==> src/etd_pkg.sv <==
package etd_pkg;

	// decoded bytes produced by one input byte travel together as a group
	localparam int unsigned GRP_MAX = 4;
	localparam int unsigned GCW = $clog2(GRP_MAX + 1);
	localparam int unsigned GIW = $clog2(GRP_MAX);

	localparam int unsigned QUEUE_DEPTH_DEF = 4;

	// escape syntax
	localparam logic [7:0] CH_BSL   = 8'h5c;
	localparam logic [7:0] CH_QUOTE = 8'h22;
	localparam logic [7:0] CH_LC_N  = 8'h6e;
	localparam logic [7:0] CH_LC_R  = 8'h72;
	localparam logic [7:0] CH_LC_T  = 8'h74;
	localparam logic [7:0] CH_LC_E  = 8'h65;
	localparam logic [7:0] CH_LC_X  = 8'h78;
	localparam logic [7:0] CH_ZERO  = 8'h30;
	localparam logic [7:0] CH_SEVEN = 8'h37;
	localparam logic [7:0] CH_NINE  = 8'h39;
	localparam logic [7:0] CH_LC_A  = 8'h61;
	localparam logic [7:0] CH_LC_F  = 8'h66;
	localparam logic [7:0] CH_UC_A  = 8'h41;
	localparam logic [7:0] CH_UC_F  = 8'h46;
	localparam logic [7:0] BYTE_LF  = 8'h0a;
	localparam logic [7:0] BYTE_CR  = 8'h0d;
	localparam logic [7:0] BYTE_TAB = 8'h09;
	localparam logic [7:0] BYTE_ESC = 8'h1b;

	// utf-8 byte classes
	localparam logic [7:0] ASCII_MAX = 8'h7f;
	localparam logic [7:0] LEAD2_MIN = 8'hc2;
	localparam logic [7:0] LEAD2_MAX = 8'hdf;
	localparam logic [7:0] LEAD3_MIN = 8'he0;
	localparam logic [7:0] LEAD3_MAX = 8'hef;
	localparam logic [7:0] LEAD4_MIN = 8'hf0;
	localparam logic [7:0] LEAD4_MAX = 8'hf4;
	localparam logic [7:0] CONT_MASK = 8'hc0;
	localparam logic [7:0] CONT_TAG  = 8'h80;
	localparam logic [7:0] CONT_BITS = 8'h3f;

	// code point limits
	localparam int unsigned CPW = 21;
	localparam logic [CPW-1:0] CP_MIN3 = 21'h000800;
	localparam logic [CPW-1:0] CP_MIN4 = 21'h010000;
	localparam logic [CPW-1:0] SURR_LO = 21'h00d800;
	localparam logic [CPW-1:0] SURR_HI = 21'h00dfff;
	localparam logic [CPW-1:0] CP_MAX  = 21'h10ffff;

	typedef struct packed {
		logic [GRP_MAX-1:0][7:0] data;
		logic [GCW-1:0]          cnt;
		logic                    last;
	} etd_grp_t;

endpackage

==> src/etd_front.sv <==
module etd_front (
	input  logic              clk,
	input  logic              arst_n,
	input  logic              in_valid,
	output logic              in_stall,
	input  logic [7:0]        in_byte,
	input  logic              in_last,
	input  logic              q_full,
	output logic              push,
	output etd_pkg::etd_grp_t push_grp
);
	import etd_pkg::*;

	typedef enum logic [4:0] {
		PH_IDLE = 5'b00001,
		PH_BSL  = 5'b00010,
		PH_HEX1 = 5'b00100,
		PH_HEX2 = 5'b01000,
		PH_OCT  = 5'b10000
	} phase_t;

	function automatic logic is_hex(input logic [7:0] b);
		return (b >= CH_ZERO && b <= CH_NINE) || (b >= CH_LC_A && b <= CH_LC_F) ||
			(b >= CH_UC_A && b <= CH_UC_F);
	endfunction

	// letters sit at low nibble 1..6 in both cases
	function automatic logic [3:0] hex_val(input logic [7:0] b);
		return (b <= CH_NINE) ? b[3:0] : b[3:0] + 4'd9;
	endfunction

	function automatic logic is_oct(input logic [7:0] b);
		return b >= CH_ZERO && b <= CH_SEVEN;
	endfunction

	phase_t     ph_q, ph_n;
	logic [7:0] held_q, held_n;
	logic [8:0] acc_q, acc_n;
	logic [1:0] dig_q, dig_n;
	logic       accept;
	etd_grp_t   grp;

	assign in_stall = q_full;
	assign accept   = in_valid && !q_full;

	always_comb begin
		logic [GCW-1:0] n;
		logic [8:0]     oct_acc;
		logic [1:0]     dig_inc;
		n        = '0;
		oct_acc  = {acc_q[5:0], in_byte[2:0]};
		dig_inc  = dig_q + 2'd1;
		grp.data = '0;
		ph_n     = PH_IDLE;
		held_n   = held_q;
		acc_n    = acc_q;
		dig_n    = dig_q;
		unique case (ph_q)
			PH_BSL: begin
				unique case (in_byte)
					CH_BSL: begin
						grp.data[n[GIW-1:0]] = CH_BSL; n = n + 1'b1;
					end
					CH_QUOTE: begin
						grp.data[n[GIW-1:0]] = CH_QUOTE; n = n + 1'b1;
					end
					CH_LC_N: begin
						grp.data[n[GIW-1:0]] = BYTE_LF; n = n + 1'b1;
					end
					CH_LC_R: begin
						grp.data[n[GIW-1:0]] = BYTE_CR; n = n + 1'b1;
					end
					CH_LC_T: begin
						grp.data[n[GIW-1:0]] = BYTE_TAB; n = n + 1'b1;
					end
					CH_LC_E: begin
						grp.data[n[GIW-1:0]] = BYTE_ESC; n = n + 1'b1;
					end
					CH_LC_X: begin
						if (in_last) begin
							grp.data[n[GIW-1:0]] = CH_BSL; n = n + 1'b1;
							grp.data[n[GIW-1:0]] = CH_LC_X; n = n + 1'b1;
						end else begin
							ph_n = PH_HEX1;
						end
					end
					default: begin
						if (is_oct(in_byte)) begin
							acc_n = {6'd0, in_byte[2:0]};
							dig_n = 2'd1;
							if (in_last) begin
								grp.data[n[GIW-1:0]] = {5'd0, in_byte[2:0]}; n = n + 1'b1;
							end else begin
								ph_n = PH_OCT;
							end
						end else begin
							// unknown escape keeps both bytes
							grp.data[n[GIW-1:0]] = CH_BSL; n = n + 1'b1;
							grp.data[n[GIW-1:0]] = in_byte; n = n + 1'b1;
						end
					end
				endcase
			end
			PH_HEX1: begin
				if (!in_last && is_hex(in_byte)) begin
					held_n = in_byte;
					ph_n   = PH_HEX2;
				end else begin
					grp.data[n[GIW-1:0]] = CH_BSL; n = n + 1'b1;
					grp.data[n[GIW-1:0]] = CH_LC_X; n = n + 1'b1;
					if (in_byte == CH_BSL && !in_last) begin
						ph_n = PH_BSL;
					end else begin
						grp.data[n[GIW-1:0]] = in_byte; n = n + 1'b1;
					end
				end
			end
			PH_HEX2: begin
				if (is_hex(in_byte) && is_hex(held_q)) begin
					grp.data[n[GIW-1:0]] = {hex_val(held_q), hex_val(in_byte)}; n = n + 1'b1;
				end else begin
					grp.data[n[GIW-1:0]] = CH_BSL; n = n + 1'b1;
					grp.data[n[GIW-1:0]] = CH_LC_X; n = n + 1'b1;
					grp.data[n[GIW-1:0]] = held_q; n = n + 1'b1;
					if (in_byte == CH_BSL && !in_last) begin
						ph_n = PH_BSL;
					end else begin
						grp.data[n[GIW-1:0]] = in_byte; n = n + 1'b1;
					end
				end
			end
			PH_OCT: begin
				if (is_oct(in_byte)) begin
					acc_n = oct_acc;
					dig_n = dig_inc;
					if (dig_inc == 2'd3 || in_last) begin
						grp.data[n[GIW-1:0]] = oct_acc[7:0]; n = n + 1'b1;
					end else begin
						ph_n = PH_OCT;
					end
				end else begin
					grp.data[n[GIW-1:0]] = acc_q[7:0]; n = n + 1'b1;
					if (in_byte == CH_BSL && !in_last) begin
						ph_n = PH_BSL;
					end else begin
						grp.data[n[GIW-1:0]] = in_byte; n = n + 1'b1;
					end
				end
			end
			default: begin
				if (in_byte == CH_BSL && !in_last) begin
					ph_n = PH_BSL;
				end else begin
					grp.data[n[GIW-1:0]] = in_byte; n = n + 1'b1;
				end
			end
		endcase
		if (in_last) begin
			ph_n   = PH_IDLE;
			held_n = '0;
			acc_n  = '0;
			dig_n  = '0;
		end
		grp.cnt  = n;
		grp.last = in_last;
	end

	assign push     = accept && (grp.cnt != '0);
	assign push_grp = grp;

	always_ff @(posedge clk or negedge arst_n) begin
		if (!arst_n) begin
			ph_q   <= PH_IDLE;
			held_q <= '0;
			acc_q  <= '0;
			dig_q  <= '0;
		end else if (accept) begin
			ph_q   <= ph_n;
			held_q <= held_n;
			acc_q  <= acc_n;
			dig_q  <= dig_n;
		end
	end

endmodule

==> src/etd_queue.sv <==
module etd_queue #(
	parameter int unsigned DEPTH = etd_pkg::QUEUE_DEPTH_DEF
) (
	input  logic              clk,
	input  logic              arst_n,
	input  logic              push,
	input  etd_pkg::etd_grp_t push_grp,
	output logic              full,
	input  logic              pop,
	output logic              valid,
	output etd_pkg::etd_grp_t head
);
	import etd_pkg::*;

	localparam int unsigned PW = (DEPTH > 1) ? $clog2(DEPTH) : 1;
	localparam int unsigned CW = $clog2(DEPTH + 1);

	etd_grp_t        mem_q [DEPTH];
	logic [PW-1:0]   wr_q, rd_q;
	logic [CW-1:0]   cnt_q;

	assign full  = cnt_q == CW'(DEPTH);
	assign valid = cnt_q != '0;
	assign head  = mem_q[rd_q];

	always_ff @(posedge clk) begin
		if (push) begin
			mem_q[wr_q] <= push_grp;
		end
	end

	always_ff @(posedge clk or negedge arst_n) begin
		if (!arst_n) begin
			wr_q  <= '0;
			rd_q  <= '0;
			cnt_q <= '0;
		end else begin
			if (push) begin
				wr_q <= (wr_q == PW'(DEPTH - 1)) ? '0 : wr_q + 1'b1;
			end
			if (pop) begin
				rd_q <= (rd_q == PW'(DEPTH - 1)) ? '0 : rd_q + 1'b1;
			end
			if (push && !pop) begin
				cnt_q <= cnt_q + 1'b1;
			end else if (pop && !push) begin
				cnt_q <= cnt_q - 1'b1;
			end
		end
	end

endmodule

==> src/etd_back.sv <==
module etd_back (
	input  logic              clk,
	input  logic              arst_n,
	input  logic              q_valid,
	input  etd_pkg::etd_grp_t q_head,
	output logic              q_pop,
	output logic              out_valid,
	input  logic              out_stall,
	output logic [7:0]        out_byte,
	output logic              out_last,
	output logic              utf8_ok
);
	import etd_pkg::*;

	logic [GIW-1:0] idx_q;
	logic [1:0]     cont_q, cont_n;
	logic [2:0]     seq_q, seq_n;
	logic [CPW-1:0] code_q, code_n, code_sh;
	logic           inv_q, inv_n;
	logic           ov_q, ol_q, ok_q;
	logic [7:0]     ob_q;
	logic           load, take, grp_end, txt_end, ok_n;
	logic [7:0]     cur;

	assign load    = !ov_q || !out_stall;
	assign take    = q_valid && load;
	assign cur     = q_head.data[idx_q];
	assign grp_end = (GCW'(idx_q) + GCW'(1)) == q_head.cnt;
	assign txt_end = grp_end && q_head.last;
	assign q_pop   = take && grp_end;
	assign code_sh = {code_q[CPW-7:0], cur[5:0]};

	// one byte through the validator
	always_comb begin
		cont_n = cont_q;
		seq_n  = seq_q;
		code_n = code_q;
		inv_n  = inv_q;
		if (cont_q == 2'd0) begin
			if (cur <= ASCII_MAX) begin
				inv_n = inv_q;
			end else if (cur >= LEAD2_MIN && cur <= LEAD2_MAX) begin
				seq_n  = 3'd2;
				code_n = CPW'(cur[4:0]);
				cont_n = 2'd1;
			end else if (cur >= LEAD3_MIN && cur <= LEAD3_MAX) begin
				seq_n  = 3'd3;
				code_n = CPW'(cur[3:0]);
				cont_n = 2'd2;
			end else if (cur >= LEAD4_MIN && cur <= LEAD4_MAX) begin
				seq_n  = 3'd4;
				code_n = CPW'(cur[2:0]);
				cont_n = 2'd3;
			end else begin
				inv_n = 1'b1;
			end
		end else if ((cur & CONT_MASK) != CONT_TAG) begin
			inv_n  = 1'b1;
			cont_n = 2'd0;
		end else begin
			code_n = code_sh | CPW'(cur & CONT_BITS);
			cont_n = cont_q - 2'd1;
			if (cont_n == 2'd0) begin
				if ((seq_q == 3'd3 && code_n < CP_MIN3) ||
					(seq_q == 3'd4 && code_n < CP_MIN4) ||
					(code_n >= SURR_LO && code_n <= SURR_HI) ||
					code_n > CP_MAX) begin
					inv_n = 1'b1;
				end
			end
		end
	end

	// a sequence still open at the end counts as truncated
	assign ok_n = !(inv_n || cont_n != 2'd0);

	always_ff @(posedge clk or negedge arst_n) begin
		if (!arst_n) begin
			idx_q  <= '0;
			cont_q <= '0;
			seq_q  <= '0;
			code_q <= '0;
			inv_q  <= 1'b0;
			ov_q   <= 1'b0;
		end else begin
			if (load) begin
				ov_q <= take;
			end
			if (take) begin
				idx_q <= grp_end ? '0 : idx_q + 1'b1;
				if (txt_end) begin
					cont_q <= '0;
					seq_q  <= '0;
					code_q <= '0;
					inv_q  <= 1'b0;
				end else begin
					cont_q <= cont_n;
					seq_q  <= seq_n;
					code_q <= code_n;
					inv_q  <= inv_n;
				end
			end
		end
	end

	always_ff @(posedge clk) begin
		if (take) begin
			ob_q <= cur;
			ol_q <= txt_end;
			ok_q <= txt_end && ok_n;
		end
	end

	assign out_valid = ov_q;
	assign out_byte  = ob_q;
	assign out_last  = ol_q;
	assign utf8_ok   = ok_q;

endmodule

==> src/escape_text_decoder_utf8_check_top.sv <==
// Escaped-text decoder with UTF-8 check. One escaped byte is taken per cycle
// while the group queue (QUEUE_DEPTH groups) has room; each byte decodes at
// once into zero to four output bytes that enter the queue as one group. The
// output side sends one decoded byte per cycle, while out_stall is low, through a
// single output register, and in_stall rises only when the queue is full. The
// decoded bytes of an accepted byte pass through the queue and then the output
// register. The transaction that carries out_last also carries utf8_ok for the
// whole text; every text ends with at least one output transaction.
module escape_text_decoder_utf8_check_top #(
	parameter int unsigned QUEUE_DEPTH = etd_pkg::QUEUE_DEPTH_DEF
) (
	input  logic       clk,
	input  logic       arst_n,
	input  logic       in_valid,
	output logic       in_stall,
	input  logic [7:0] in_byte,
	input  logic       in_last,
	output logic       out_valid,
	input  logic       out_stall,
	output logic [7:0] out_byte,
	output logic       out_last,
	output logic       utf8_ok
);
	import etd_pkg::*;

	logic     push, q_full, q_valid, q_pop;
	etd_grp_t push_grp, q_head;

	etd_front u_front (
		.clk      (clk),
		.arst_n   (arst_n),
		.in_valid (in_valid),
		.in_stall (in_stall),
		.in_byte  (in_byte),
		.in_last  (in_last),
		.q_full   (q_full),
		.push     (push),
		.push_grp (push_grp)
	);

	etd_queue #(
		.DEPTH (QUEUE_DEPTH)
	) u_queue (
		.clk      (clk),
		.arst_n   (arst_n),
		.push     (push),
		.push_grp (push_grp),
		.full     (q_full),
		.pop      (q_pop),
		.valid    (q_valid),
		.head     (q_head)
	);

	etd_back u_back (
		.clk       (clk),
		.arst_n    (arst_n),
		.q_valid   (q_valid),
		.q_head    (q_head),
		.q_pop     (q_pop),
		.out_valid (out_valid),
		.out_stall (out_stall),
		.out_byte  (out_byte),
		.out_last  (out_last),
		.utf8_ok   (utf8_ok)
	);

endmodule

==> config.mk <==
export PLATFORM = sky130hd
export DESIGN_NAME = escape_text_decoder_utf8_check_top
export DESIGN_NICKNAME = d
export VERILOG_FILES = /design/src/etd_pkg.sv /design/src/etd_front.sv /design/src/etd_queue.sv /design/src/etd_back.sv /design/src/escape_text_decoder_utf8_check_top.sv
export SDC_FILE = /design/constraint.sdc
export NUM_CORES = 1
export LEC_CHECK = 0
export BUFFER_PORTS_ARGS = -buffer_cell sky130_fd_sc_hd__buf_2
export CORE_MARGIN = 8
export CORE_UTILIZATION = 57
export DETAILED_ROUTE_END_ITERATION = 16
export HOLD_SLACK_MARGIN = 0.1
export PLACE_DENSITY_LB_ADDON = 0.08
export SYNTH_ARGS = -nofsm -noshare
export SYNTH_HDL_FRONTEND = slang
export SYNTH_SLANG_ARGS = --single-unit
==> constraint.sdc <==
create_clock -name clk -period 3.3 [get_ports clk]
set_clock_uncertainty 0.2 [all_clocks]
set_input_delay 0.165 -clock clk [delete_from_list [all_inputs] [get_ports clk]]
set_output_delay 0.165 -clock clk [all_outputs]
set_load 0.01 [all_outputs]
After elaboration in Yosys (flattened, before gate mapping) --
Memory sizes are Yosys's and may differ from the RTL's. Cells that the tools add are included.
Cells by class: reductions and logical operators 58, add/sub/neg operators 10, magnitude comparators 26, bitwise logic cells 1, equality and inequality tests 26, mux-type cells 92
Operators by type and width (number):
- 8-bit two-way mux | 16
- 15-bit two-way mux | 8
- 8-bit one-hot mux with 4 select lines | 2
- 8-bit one-hot mux with 7 select lines | 1
- 8-bit by 7-bit equality test with 1-bit output, second input constant | 6
- 24-bit two-way mux | 2
- 8-bit one-hot mux with 2 select lines | 3
- 2-bit two-way mux | 21
- 8-bit by 7-bit <= comparator with 1-bit output, second input constant | 5
- 3-bit two-way mux | 11
- 8-bit by 7-bit greater-or-equal comparator with 1-bit output, second input constant | 4
- 5-bit two-way mux | 5
- 8-bit greater-or-equal comparator, second input constant | 3
- 8-bit by 6-bit <= comparator with 1-bit output, second input constant | 3
- 8-bit <= comparator, second input constant | 3
- 1-bit logical AND | 24
- 21-bit by 16-bit greater-or-equal comparator with 1-bit output, second input constant | 1
- 21-bit > comparator, second input constant | 1
- 21-bit by 16-bit <= comparator with 1-bit output, second input constant | 1
- 21-bit by 12-bit < comparator with 1-bit output, second input constant | 1
- 21-bit by 17-bit < comparator with 1-bit output, second input constant | 1
- 21-bit by 6-bit bitwise OR with 21-bit output | 1
- 5-bit one-hot mux with 4 select lines | 1
- 8-bit binary-select mux with 2-bit select | 1
- other kinds (40) | 88
Word-level totals: register bits 64, output and inout port bits 12, logic and storage cells 230, RAM bits 144, memories kept 1
Memory list:
- u_queue.mem_q | words 4, width 36, rd ports 1, clocked after Yosys merged registers in 0, write ports 1, RTL line etd_queue.sv:18 | etd_grp_t mem_q [DEPTH];

Logic depth before layout (Yosys ltp) --
Gate-level depths: netlist of run 1. An unclocked memory read counts as a cell.
depth after elaboration 16, mapped depth 15

By module --
From an unflattened synthesis of run 1, not the netlist that was laid out.
Second synthesis, totals: cell total of the unflattened synthesis 673, area total of the unflattened synthesis 9778.1 um^2
By module, submodules not included:
- etd_queue | cells each 225, times used 1, area each 5620.4 um^2
- etd_front | cells each 313, times used 1, area each 2416.1 um^2
- etd_back | cells each 135, times used 1, area each 1741.7 um^2

Least setup slack after synthesis of run 1 --
OpenSTA, ideal clock, no wires.
kind input-to-reg, start in in_byte[0], end mem u_queue.mem_q[3][0] in the netlist's numbering (enable), stages on the path 10, slack -297 ps, arrival time 3001 ps, required time 2703 ps, library setup time 397 ps, buffers on the path 1, cells stage by stage clkbuf_1 -> inv_1 -> ha_1 -> inv_1 -> nor4_1 -> a21oi_1 -> a2bb2oi_1 -> or2_1 -> a41oi_2 -> and2_1
Between the ends: word-level cells in the longest chain between the ends 11, elaborated cells on any way between the ends 38
Ends and longest elaborated chain:
- from (decl) | RTL line escape_text_decoder_utf8_check_top.sv:16 | input logic [7:0] in_byte,
- 8-bit by 6-bit greater-or-equal comparator with 1-bit output, or another cell as far along | RTL line etd_front.sv:23, etd_front.sv:33
- 1-bit logical AND | RTL line etd_front.sv:23 | return (b >= CH_ZERO && b <= CH_NINE) || (b >= CH_LC_A && b <= CH_LC_F) ||
- 1-bit logical OR (2 in series) | RTL line etd_front.sv:23
- 1-bit logical AND (on tied branches) | RTL line etd_front.sv:119, etd_front.sv:105
- 3-bit two-way mux / 2-bit two-way mux (equally long branches) | RTL line etd_front.sv:119, etd_front.sv:105
- 3-bit one-hot mux with 4 select lines * | RTL line etd_front.sv:58 | unique case (ph_q)
- 3-bit nonzero test * | RTL line etd_front.sv:168 | assign push = accept && (grp.cnt != '0);
- 1-bit logical AND * | RTL line etd_front.sv:168
- via push | RTL line escape_text_decoder_utf8_check_top.sv:26 | logic push, q_full, q_valid, q_pop;
- 1-bit two-way mux * | RTL line etd_queue.sv:27 | if (push) begin
- 1-bit two-way mux (not written as such) * | RTL line etd_queue.sv:28 | mem_q[wr_q] <= push_grp;
- to (decl) | RTL line etd_queue.sv:18
Mark *: on every way through the listed nets, which the timed path passes. The rest lies on a longest branch.

Final worst setup path of run 1 --
start reg u_front.held_q[1], end reg u_queue.cnt_q[2]
Between the ends: word-level cells in the longest chain between the ends 12, elaborated cells on any way between the ends 21
Ends and longest elaborated chain:
- from (decl) | RTL line etd_front.sv:37 | logic [7:0] held_q, held_n;
- from (signal assigned) | RTL line etd_front.sv:179 | held_q <= held_n;
- 8-bit by 6-bit greater-or-equal comparator with 1-bit output, or another cell as far along | RTL line etd_front.sv:23
- 1-bit logical AND | RTL line etd_front.sv:23
- 1-bit logical OR | RTL line etd_front.sv:23
- 1-bit logical OR * | RTL line etd_front.sv:23
- 1-bit logical AND * | RTL line etd_front.sv:119 | if (is_hex(in_byte) && is_hex(held_q)) begin
- 3-bit two-way mux * | RTL line etd_front.sv:119
- 3-bit one-hot mux with 4 select lines * | RTL line etd_front.sv:58
- 3-bit nonzero test * | RTL line etd_front.sv:168
- 1-bit logical AND * | RTL line etd_front.sv:168
- via push | RTL line escape_text_decoder_utf8_check_top.sv:26
- 1-bit logical NOT | RTL line etd_queue.sv:46 | end else if (pop && !push) begin
- 1-bit logical AND | RTL line etd_queue.sv:46
- 2-bit nonzero test (no line)
- to (signal assigned) | RTL line etd_queue.sv:45 | cnt_q <= cnt_q + 1'b1;
- to (signal assigned) | RTL line etd_queue.sv:47 | cnt_q <= cnt_q - 1'b1;
- to (decl) | RTL line etd_queue.sv:20 | logic [CW-1:0] cnt_q;
Marks and branches as above. A chain may end at the register's enable or synchronous reset.

==> results.md, run 1 <==
* Clock share of power at 25.6%
* TritonCTS buffer count at 22
* Initial core utilization at 58.5%
* Mux contribution to synthesized area at 9.85%
* Synth Area per Inst at 13.5 sq um
* PD cells at 867 nW/um^2
* Top Family by Delay on Critical Path: adder cells
* Via total after detailed routing at 6868
* Dpl ws at -0.0398 ns
* Sink Count at 208
* Global placement routability congestion at 0.958
* Max_cap viols at 0
* Worst-path cell chain: inv_2 > ha_2 > or3b_2 > nand4_1 > a221o_1 > buf_4 > o21a_1 > nor2_2 > a41oi_2 > ha_2 > inv_2 > fa_2 > xor2_1 > nor2_1 > xor2_1
* Startpoint Class: register
* Io pins at 25
* Crit. End Element: register
* Fin area at 11800 sq um
* Via density at 6.36
* Largest stage delay, worst path at 0.46 ns
* Max IR drop VDD at 553 uV
* Worst path required time at 3.48 ns
* Longest Clk Path Bufs at 3
* Final ANT Viol Nets at 0
* Clock slew at reported path FFs at 0.06 ns
* Reg2reg start: u_front.held_q[1]
* Dpl cells at 1020
* Synth Register Bits at 208
* Total die area at 22300 sq um
* Setup CP Type: register to register
* Fmax at 295 MHz
* Switching share of power at 34.3%
* Worst Hold Class: input port to register
* Hold Path Origin: in_byte[1]
* Vias in the first global route at 6980
* DR DRC count at 0
* Relative slew slack at 21.0%
* Pin count of the biggest net entering global routing at 49
* Combinational share of power at 37.3%
* Grt total ovfl at 0
* Sequential Power Share at 37.1%
* Top-area cell type share of the netlist area at 45.7%
* Leak Pwr at 4.53 nW
* Worst setup margin at -0.0910 ns
* Combinational family with the most area after synthesis: compound AO/OA/AOI/OAI gates
* CORE AREA at 17300 sq um
* Post-Syn Area at 10100 sq um
* Status: finished with violations
* Mapped Cells at 752
* Violated checks: negative setup slack
* Post-Synth XOR/XNOR Area at 0.866%
* DR WL/cell at 23.1 um
* Area grow syn2layout at 16.9%
* Post-Layout Cell Count at 1080
* Hold Fails Final Rpt at 0
* Post-Synth Simple-Gate Area at 10.8%
* Setup TNS at -0.0910 ns
* Rows at 48
* Initial DRC count at 523
* Internal Pwr Total at 6.74 mW
* Crit path launch: u_front.held_q[1]
* Die Y at 149 um
* Total iterations of the first detailed-routing run at 5
* Global router's overall resource usage at 22.7%
* Fin crit period at 3.39 ns
* Final worst path period share at 103%
* Die Width at 149 um
* Switching pwr at 3.51 mW
* Synth area leaders: edfxtp_1 46%, dfrtp_1 13%, mux4_2 5.8%, nand2_1 2.9%, ha_1 2.4%
* TritonCTS clock tree: yes
* Worst slew pin tran at 1.18 ns
* H-Tree Depth at 1
* Cell taking the most area after synthesis: edfxtp_1
* WP buf/inv at 3
* Synth Area in Compound Gates at 13.6%
* First-pass GRT wire length at 39400 um
* Slew Limit Fails at 0
* Worst-path fanout max at 3
* CP max stage cell: or3b_2
* Initial antenna violation count at 0
* Clock Latency Late Sink at 0.50 ns
* Util after Layout at 68.4%
* Port Buffers at 24
* Syn Nets at 785
* Pwr Total at 10.3 mW
* Number of nets in the layout at 872
* Syn. warnings at 0
* Final hold slack at 0.147 ns
* DP Area at 10800 sq um
* Worst EP arrival at 3.58 ns
* Final wirelength at 24900 um
* Asr flop ratio synth at 26.0%
* Root Buffer: clkbuf_16
* Main synth FF type: edfxtp_1
* Seq/Total Area, Yosys at 59.1%
* Netlist cell types at 86
* Final Setup Violations at 1
* Unrepaired setup endpoints after global routing: yes
* Detail Placement HPWL at 17000 um
* Layout cells sized above 1 at 23.7%
* Post-synth EDFFs at 154
* Antenna diodes at 0
* Synth Area in Adders at 2.55%
[path summary, 6_finish.rpt]
| path | end | slack (ns) | depth (start not counted) |
|---|---|---|---|
| max in group asynchronous | u_queue.rd_q[1] | 1.86 | 2 |
| worst min-delay path | u_queue.mem_q[2][29] | 0.15 | 3 |
| worst max register to register | u_queue.cnt_q[2] | -0.09 | 15 |
| min in group asynchronous | u_queue.wr_q[0] | 0.26 | 2 |
| worst max-delay path | u_queue.cnt_q[2] | -0.09 | 15 |
| worst min register to register | u_front.acc_q[5] | 0.28 | 2 |
[flip-flops by register name, summed over array words and instances (netlist names)]
| name | count |
|---|---|
| u_back.out_byte | 8 |
| u_back.cont_q | 2 |
| u_queue.wr_q | 2 |
| u_front.held_q | 8 |
| u_front.ph_q | 5 |
| u_back.idx_q | 2 |
| u_queue.rd_q | 2 |
| u_front.dig_q | 2 |
| u_queue.cnt_q | 3 |
| u_back.code_q | 15 |
| u_back.out_last | 1 |
| u_queue.mem_q | 144 |
| u_back.out_valid | 1 |
| u_back.inv_q | 1 |
| u_front.acc_q | 8 |
| u_back.seq_q | 3 |
| u_back.utf8_ok | 1 |
[power groups by stage]
stage / sequential (mW) / combinational [mW] / clock, mW
after floorplan: 3.78 / 2.73 / 0
after detailed placement: 3.84 / 3.74 / 0
after global routing: 3.86 / 4.12 / 2.77
after CTS: 3.80 / 3.81 / 2.67
after global placement: 3.81 / 3.64 / 0
final: 3.80 / 3.82 / 2.63
[Yosys cell counts (4+ instances only)]
cell type	count
and2_1	19
dfrtp_1	53
buf_2	8
a21o_1	12
edfxtp_1	154
and3_1	10
and4_1	4
nor3_1	10
inv_1	24
nand4_1	11
o31ai_1	5
nand3b_1	5
a31oi_1	6
ha_1	19
buf_6	4
a32o_1	9
a22oi_1	14
mux4_1	5
nor2b_1	5
nand2_1	78
o21ai_2	10
mux2i_1	20
a22o_1	10
nand3_1	15
a221oi_1	8
mux4_2	26
o22ai_1	4
nor2_1	29
a21oi_1	23
o21ai_0	18
o211ai_1	14
clkbuf_1	23
xnor2_1	7
mux2_2	7
[cells by family (layout without fill, tap and decap cells)]
kind of cell / Yosys count / after routing
simple gates: 212 / 212
buf+inv: 66 / 169
compound gates: 178 / 178
flops: 208 / 208
mux: 58 / 58
fa+ha+maj: 20 / 20
xor+xnor: 10 / 10
[layout make-up]
| type | count | area [sq um] |
|---|---|---|
| clock buffer | 24 | 558 |
| sequential | 208 | 5980 |
| fill | 1258 | 5470 |
| inverter | 25 | 93.8 |
| multi-input combinational | 478 | 3850 |
| timing repair buffer | 104 | 833 |
| tap | 225 | 282 |
| clock inverter | 16 | 228 |
[cells in the final DEF (no fill, tap or decap), types with 8 or more instances in the layout]
master | netlist | final
a21o_1 | 12 | 12
a21oi_1 | 23 | 23
a221oi_1 | 8 | 8
a22o_1 | 10 | 10
a22oi_1 | 14 | 14
a32o_1 | 9 | 9
and2_1 | 19 | 15
and3_1 | 10 | 10
buf_2 | 8 | 24
buf_4 | 2 | 59
clkbuf_16 | 0 | 22
dfrtp_1 | 53 | 52
dlygate4sd3_1 | 0 | 15
edfxtp_1 | 154 | 154
ha_1 | 19 | 16
inv_1 | 24 | 21
mux2i_1 | 20 | 20
mux4_2 | 26 | 26
nand2_1 | 78 | 78
nand3_1 | 15 | 15
nand4_1 | 11 | 11
nor2_1 | 29 | 27
nor3_1 | 10 | 9
o211ai_1 | 14 | 14
o21ai_0 | 18 | 18
o21ai_2 | 10 | 10
[routing by layer]
| layer | up-vias | track usage, % | part of all wire, % |
|---|---|---|---|
| li1 | 3118 | - | - |
| met1 | 3434 | 30.6 | 43 |
| met2 | 270 | 37.6 | 49 |
| met3 | 46 | 2.94 | 5.4 |
| met4 | 0 | 7.17 | 2.7 |
| met5 | - | 0 | 0 |
[tightest hold or removal path: stages]
cell and delay (ns):
buf_2 0.12, buf_4 0.18, and3_1 0.20
[what timing repair did]
| action | 4_1_cts | 5_1_grt |
|---|---|---|
| setup endpoints to repair | 1 | 2 |
| resized for setup | 1 | 10 |
| hold buffers | 15 | 0 |
| hold endpoints to repair | 101 | 0 |
| pin swaps | 0 | 12 |
| buffers inserted | 1 | 4 |
(Power assumes the default switching activity.)
==> run 2: changes to the inputs <==
--- a/config.mk
+++ b/config.mk
@@ -7,7 +7,7 @@
 export LEC_CHECK = 0
 export BUFFER_PORTS_ARGS = -buffer_cell sky130_fd_sc_hd__buf_2
 export CORE_MARGIN = 8
-export CORE_UTILIZATION = 57
+export CORE_UTILIZATION = 60
 export DETAILED_ROUTE_END_ITERATION = 16
 export HOLD_SLACK_MARGIN = 0.1
 export PLACE_DENSITY_LB_ADDON = 0.08
==> constraint.sdc (replaced) <==
create_clock -name clk -period 4.38 [get_ports clk]
set_clock_uncertainty 0.2 [all_clocks]
set_input_delay 0.219 -clock clk [delete_from_list [all_inputs] [get_ports clk]]
set_output_delay 0.219 -clock clk [all_outputs]
set_load 0.01 [all_outputs]
==> run 2 against run 1 <==
Compared with the run above: the run now ends clean; non-clock buffer count fell by 46; sequential cell count did not move; via count fell by 0.79%; final cell count fell by 4.8%; utilization fell by 0.063 points; total power fell by 28%; final area fell by 4.6%.
==> results.md, run 2 (same netlist as run 1, synthesis figures left out) <==
* Initial DRC count at 735 (+41%)
* Commonest non-fill, non-tap cell in the layout: edfxtp_1
* Biggest register: u_queue.mem_q
* DR DRC count at 0 (unchanged)
* Register area at 5980 sq um (unchanged)
* Final Setup Violations at 0 (-1)
* Total die area at 21300 sq um (-4.5%)
* Hold Fails Final Rpt at 0 (unchanged)
* R2R cell count at 12 (-3)
* Worst EP arrival at 4.15 ns (+0.57 ns)
* Initial antenna violation count at 0 (unchanged)
* Via total after detailed routing at 6814 (-0.79%)
* Fin crit period at 3.93 ns
* Leak Pwr at 4.26 nW (-5.9%)
* Grt total ovfl at 0 (unchanged)
* Combinational share of power at 35.2% (-2.1 points)
* Max IR drop VDD at 350 uV (-37%)
* Final worst path period share at 89.6%
* Switching share of power at 35.2% (+0.99 points)
* Clock share of power at 24.7% (-0.9 points)
* Unrepaired setup endpoints after global routing: no
* Vias in the first global route at 6926 (-0.77%)
* Sink Count at 208 (unchanged)
* Post-CTS Resized at 0 (-1)
* Worst path required time at 4.60 ns (+1.12 ns)
* Clock slew at reported path FFs at 0.06 ns (about the same)
* CORE AREA at 16500 sq um (-4.5%)
* First-pass GRT wire length at 38800 um (-1.5%)
* Filler cells at 1144 (-9.1%)
* DR WL/cell at 23.8 um (+3.3%)
* Total iterations of the first detailed-routing run at 5 (unchanged)
* Util after Layout at 68.3% (about the same)
* Most frequent cells in the layout: 154 x edfxtp_1, 78 x nand2_1, 52 x dfrtp_1, 29 x nor2_1, 26 x mux4_2
* Max_cap viols at 0 (unchanged)
* Relative slew slack at 39.9% (+19 points)
* Longest Clk Path Bufs at 3 (unchanged)
* Layout cells sized above 1 at 17.6% (-6.2 points)
* Worst-path fanout max at 13 (+10)
* Slew Limit Fails at 0 (unchanged)
* H-Tree Depth at 1 (unchanged)
* Port Buffers at 24 (unchanged)
* Area grow syn2layout at 11.6%
* Sequential Power Share at 40.1% (+3.0 points)
* Switching pwr at 2.61 mW (-26%)
* Io pins at 25 (unchanged)
* Max FFs per register at 144 (unchanged)
* Initial core utilization at 61.2% (+2.7 points)
* R2R Setup Slk at 0.71 ns (+0.80 ns)
* TritonCTS buffer count at 23 (+4.5%)
* Area of the multi-input gates at 3800 sq um (-1.2%)
* Postcts setup bufs at 0 (-1)
* Final ANT Viol Nets at 0 (unchanged)
* Global placement routability congestion at 0.963 (+0.55%)
* Root Buffer: clkbuf_16
* Global router's overall resource usage at 23.0% (+0.36 points)
* Number of nets in the layout at 827 (-5.2%)
* Setup CP Type: input port to register
* Detail Placement HPWL at 16900 um (-0.90%)
* Worst slew pin tran at 0.890 ns (-0.295 ns)
* Internal Pwr Total at 4.79 mW (-29%)
* Worst Hold Class: input port to async pin
* R2r endpoint: u_queue.cnt_q[1]
* Largest regs: u_queue.mem_q: 144 flops, u_back.code_q: 15 flops
* Fmax at 255 MHz
* Startpoint Class: input port
* Clock Latency Late Sink at 0.51 ns (about the same)
* Antenna diodes at 0 (unchanged)
* PD cells at 655 nW/um^2 (-24%)
* Pin count of the biggest net entering global routing at 55 (+12%)
* Rows at 47 (-2.1%)
* Status: complete, no violations
* Crit. End Element: register
* Via density at 6.63 (+4.2%)
* TritonCTS clock tree: yes
* Reg2reg start: u_front.held_q[0]
* Setup TNS at 0 ns (+0.0910 ns)
* Die Width at 146 um (-2.3%)
* Final wirelength at 24500 um (-1.7%)
* Die Y at 146 um (-2.3%)
run 2: cell types whose count changed in the layout (fill, tap and decap cells not counted), moves of 3 or more:
| cell | previous run | this run |
|---|---|---|
| and2_1 | 15 | 19 |
| inv_1 | 21 | 24 |
| buf_4 | 59 | 21 |
| and2_2 | 4 | 0 |
| buf_12 | 6 | 1 |
| inv_2 | 3 | 0 |
| dlygate4sd3_1 | 15 | 12 |
| ha_1 | 16 | 19 |
| bufinv_16 | 5 | 2 |
run 2: what timing repair did:
action / 4_1_cts / 5_1_grt
setup endpoints to repair: 0 / 0
hold buffers: 12 / 0
hold endpoints to repair: 97 / 0
run 2: stage by stage:
step | instances | cell area [sq um] | hold slack [ns] | power, mW | setup slack, ns
after floorplan | 752 | 10100 | -0.277 | 4.91 | 0.729
after global placement | 977 | 10400 | 0.180 | 5.45 | 0.653
after detailed placement | 977 | 10400 | 0.197 | 5.57 | 0.525
after CTS | 1028 | 11300 | 0.202 | 7.43 | 0.508
after global routing | 1028 | 11300 | 0.264 | 7.77 | 0.0858
final | 1028 | 11300 | 0.186 | 7.39 | 0.454
run 2: how the worst max path moves through the flow:
stage,startpoint,endpoint,slack [ns],cells past startpoint
after floorplan,in_byte[0],u_queue.mem_q[3][0],0.73,10
after global placement,in_byte[1],u_queue.cnt_q[2],0.65,15
after detailed placement,in_byte[1],u_queue.cnt_q[2],0.52,15
after CTS,in_byte[1],u_queue.cnt_q[2],0.51,16
after global routing,in_byte[0],u_queue.cnt_q[2],0.09,16
final,in_byte[0],u_queue.cnt_q[2],0.45,16
run 2: cell type report:
| cell class | instances | area share, % |
|---|---|---|
| flip-flops and latches | 208 | 53.0 |
| well taps | 220 | 2.44 |
| inverters | 25 | 0.832 |
| clock buffers | 25 | 5.17 |
| multi-input cells | 478 | 33.7 |
| repair buffers | 58 | 3.70 |
| clock inverters | 14 | 1.18 |
run 2: routing by layer:
layer / up-vias / global-route usage, % / share of wire (%)
met5: - / 0 / 0
li1: 3020 / - / -
met3: 76 / 3.79 / 6.8
met4: 0 / 9.32 / 3.8
met1: 3427 / 28.9 / 40
met2: 291 / 39.2 / 49
run 2: critical path: stages:
cell and delay (ns):
dlygate4sd3_1 0.52, buf_2 0.24, inv_1 0.16, ha_1 0.24, nor2_1 0.13, o21ai_0 0.11
a32oi_1 0.42, o21ba_2 0.39, nor2_1 0.19, a41oi_2 0.41, ha_1 0.25, inv_1 0.06
fa_1 0.37, xor2_1 0.17, nor2_1 0.11, xor2_1 0.16
run 2: power by group through the flow:
stage,combinational [mW],clock [mW],sequential (mW)
finish,2.60,1.83,2.96
global route,2.83,1.92,3.02
CTS,2.61,1.86,2.97
detailed placement,2.57,0,3.00
global placement,2.49,0,2.97
floorplan,2.05,0,2.86
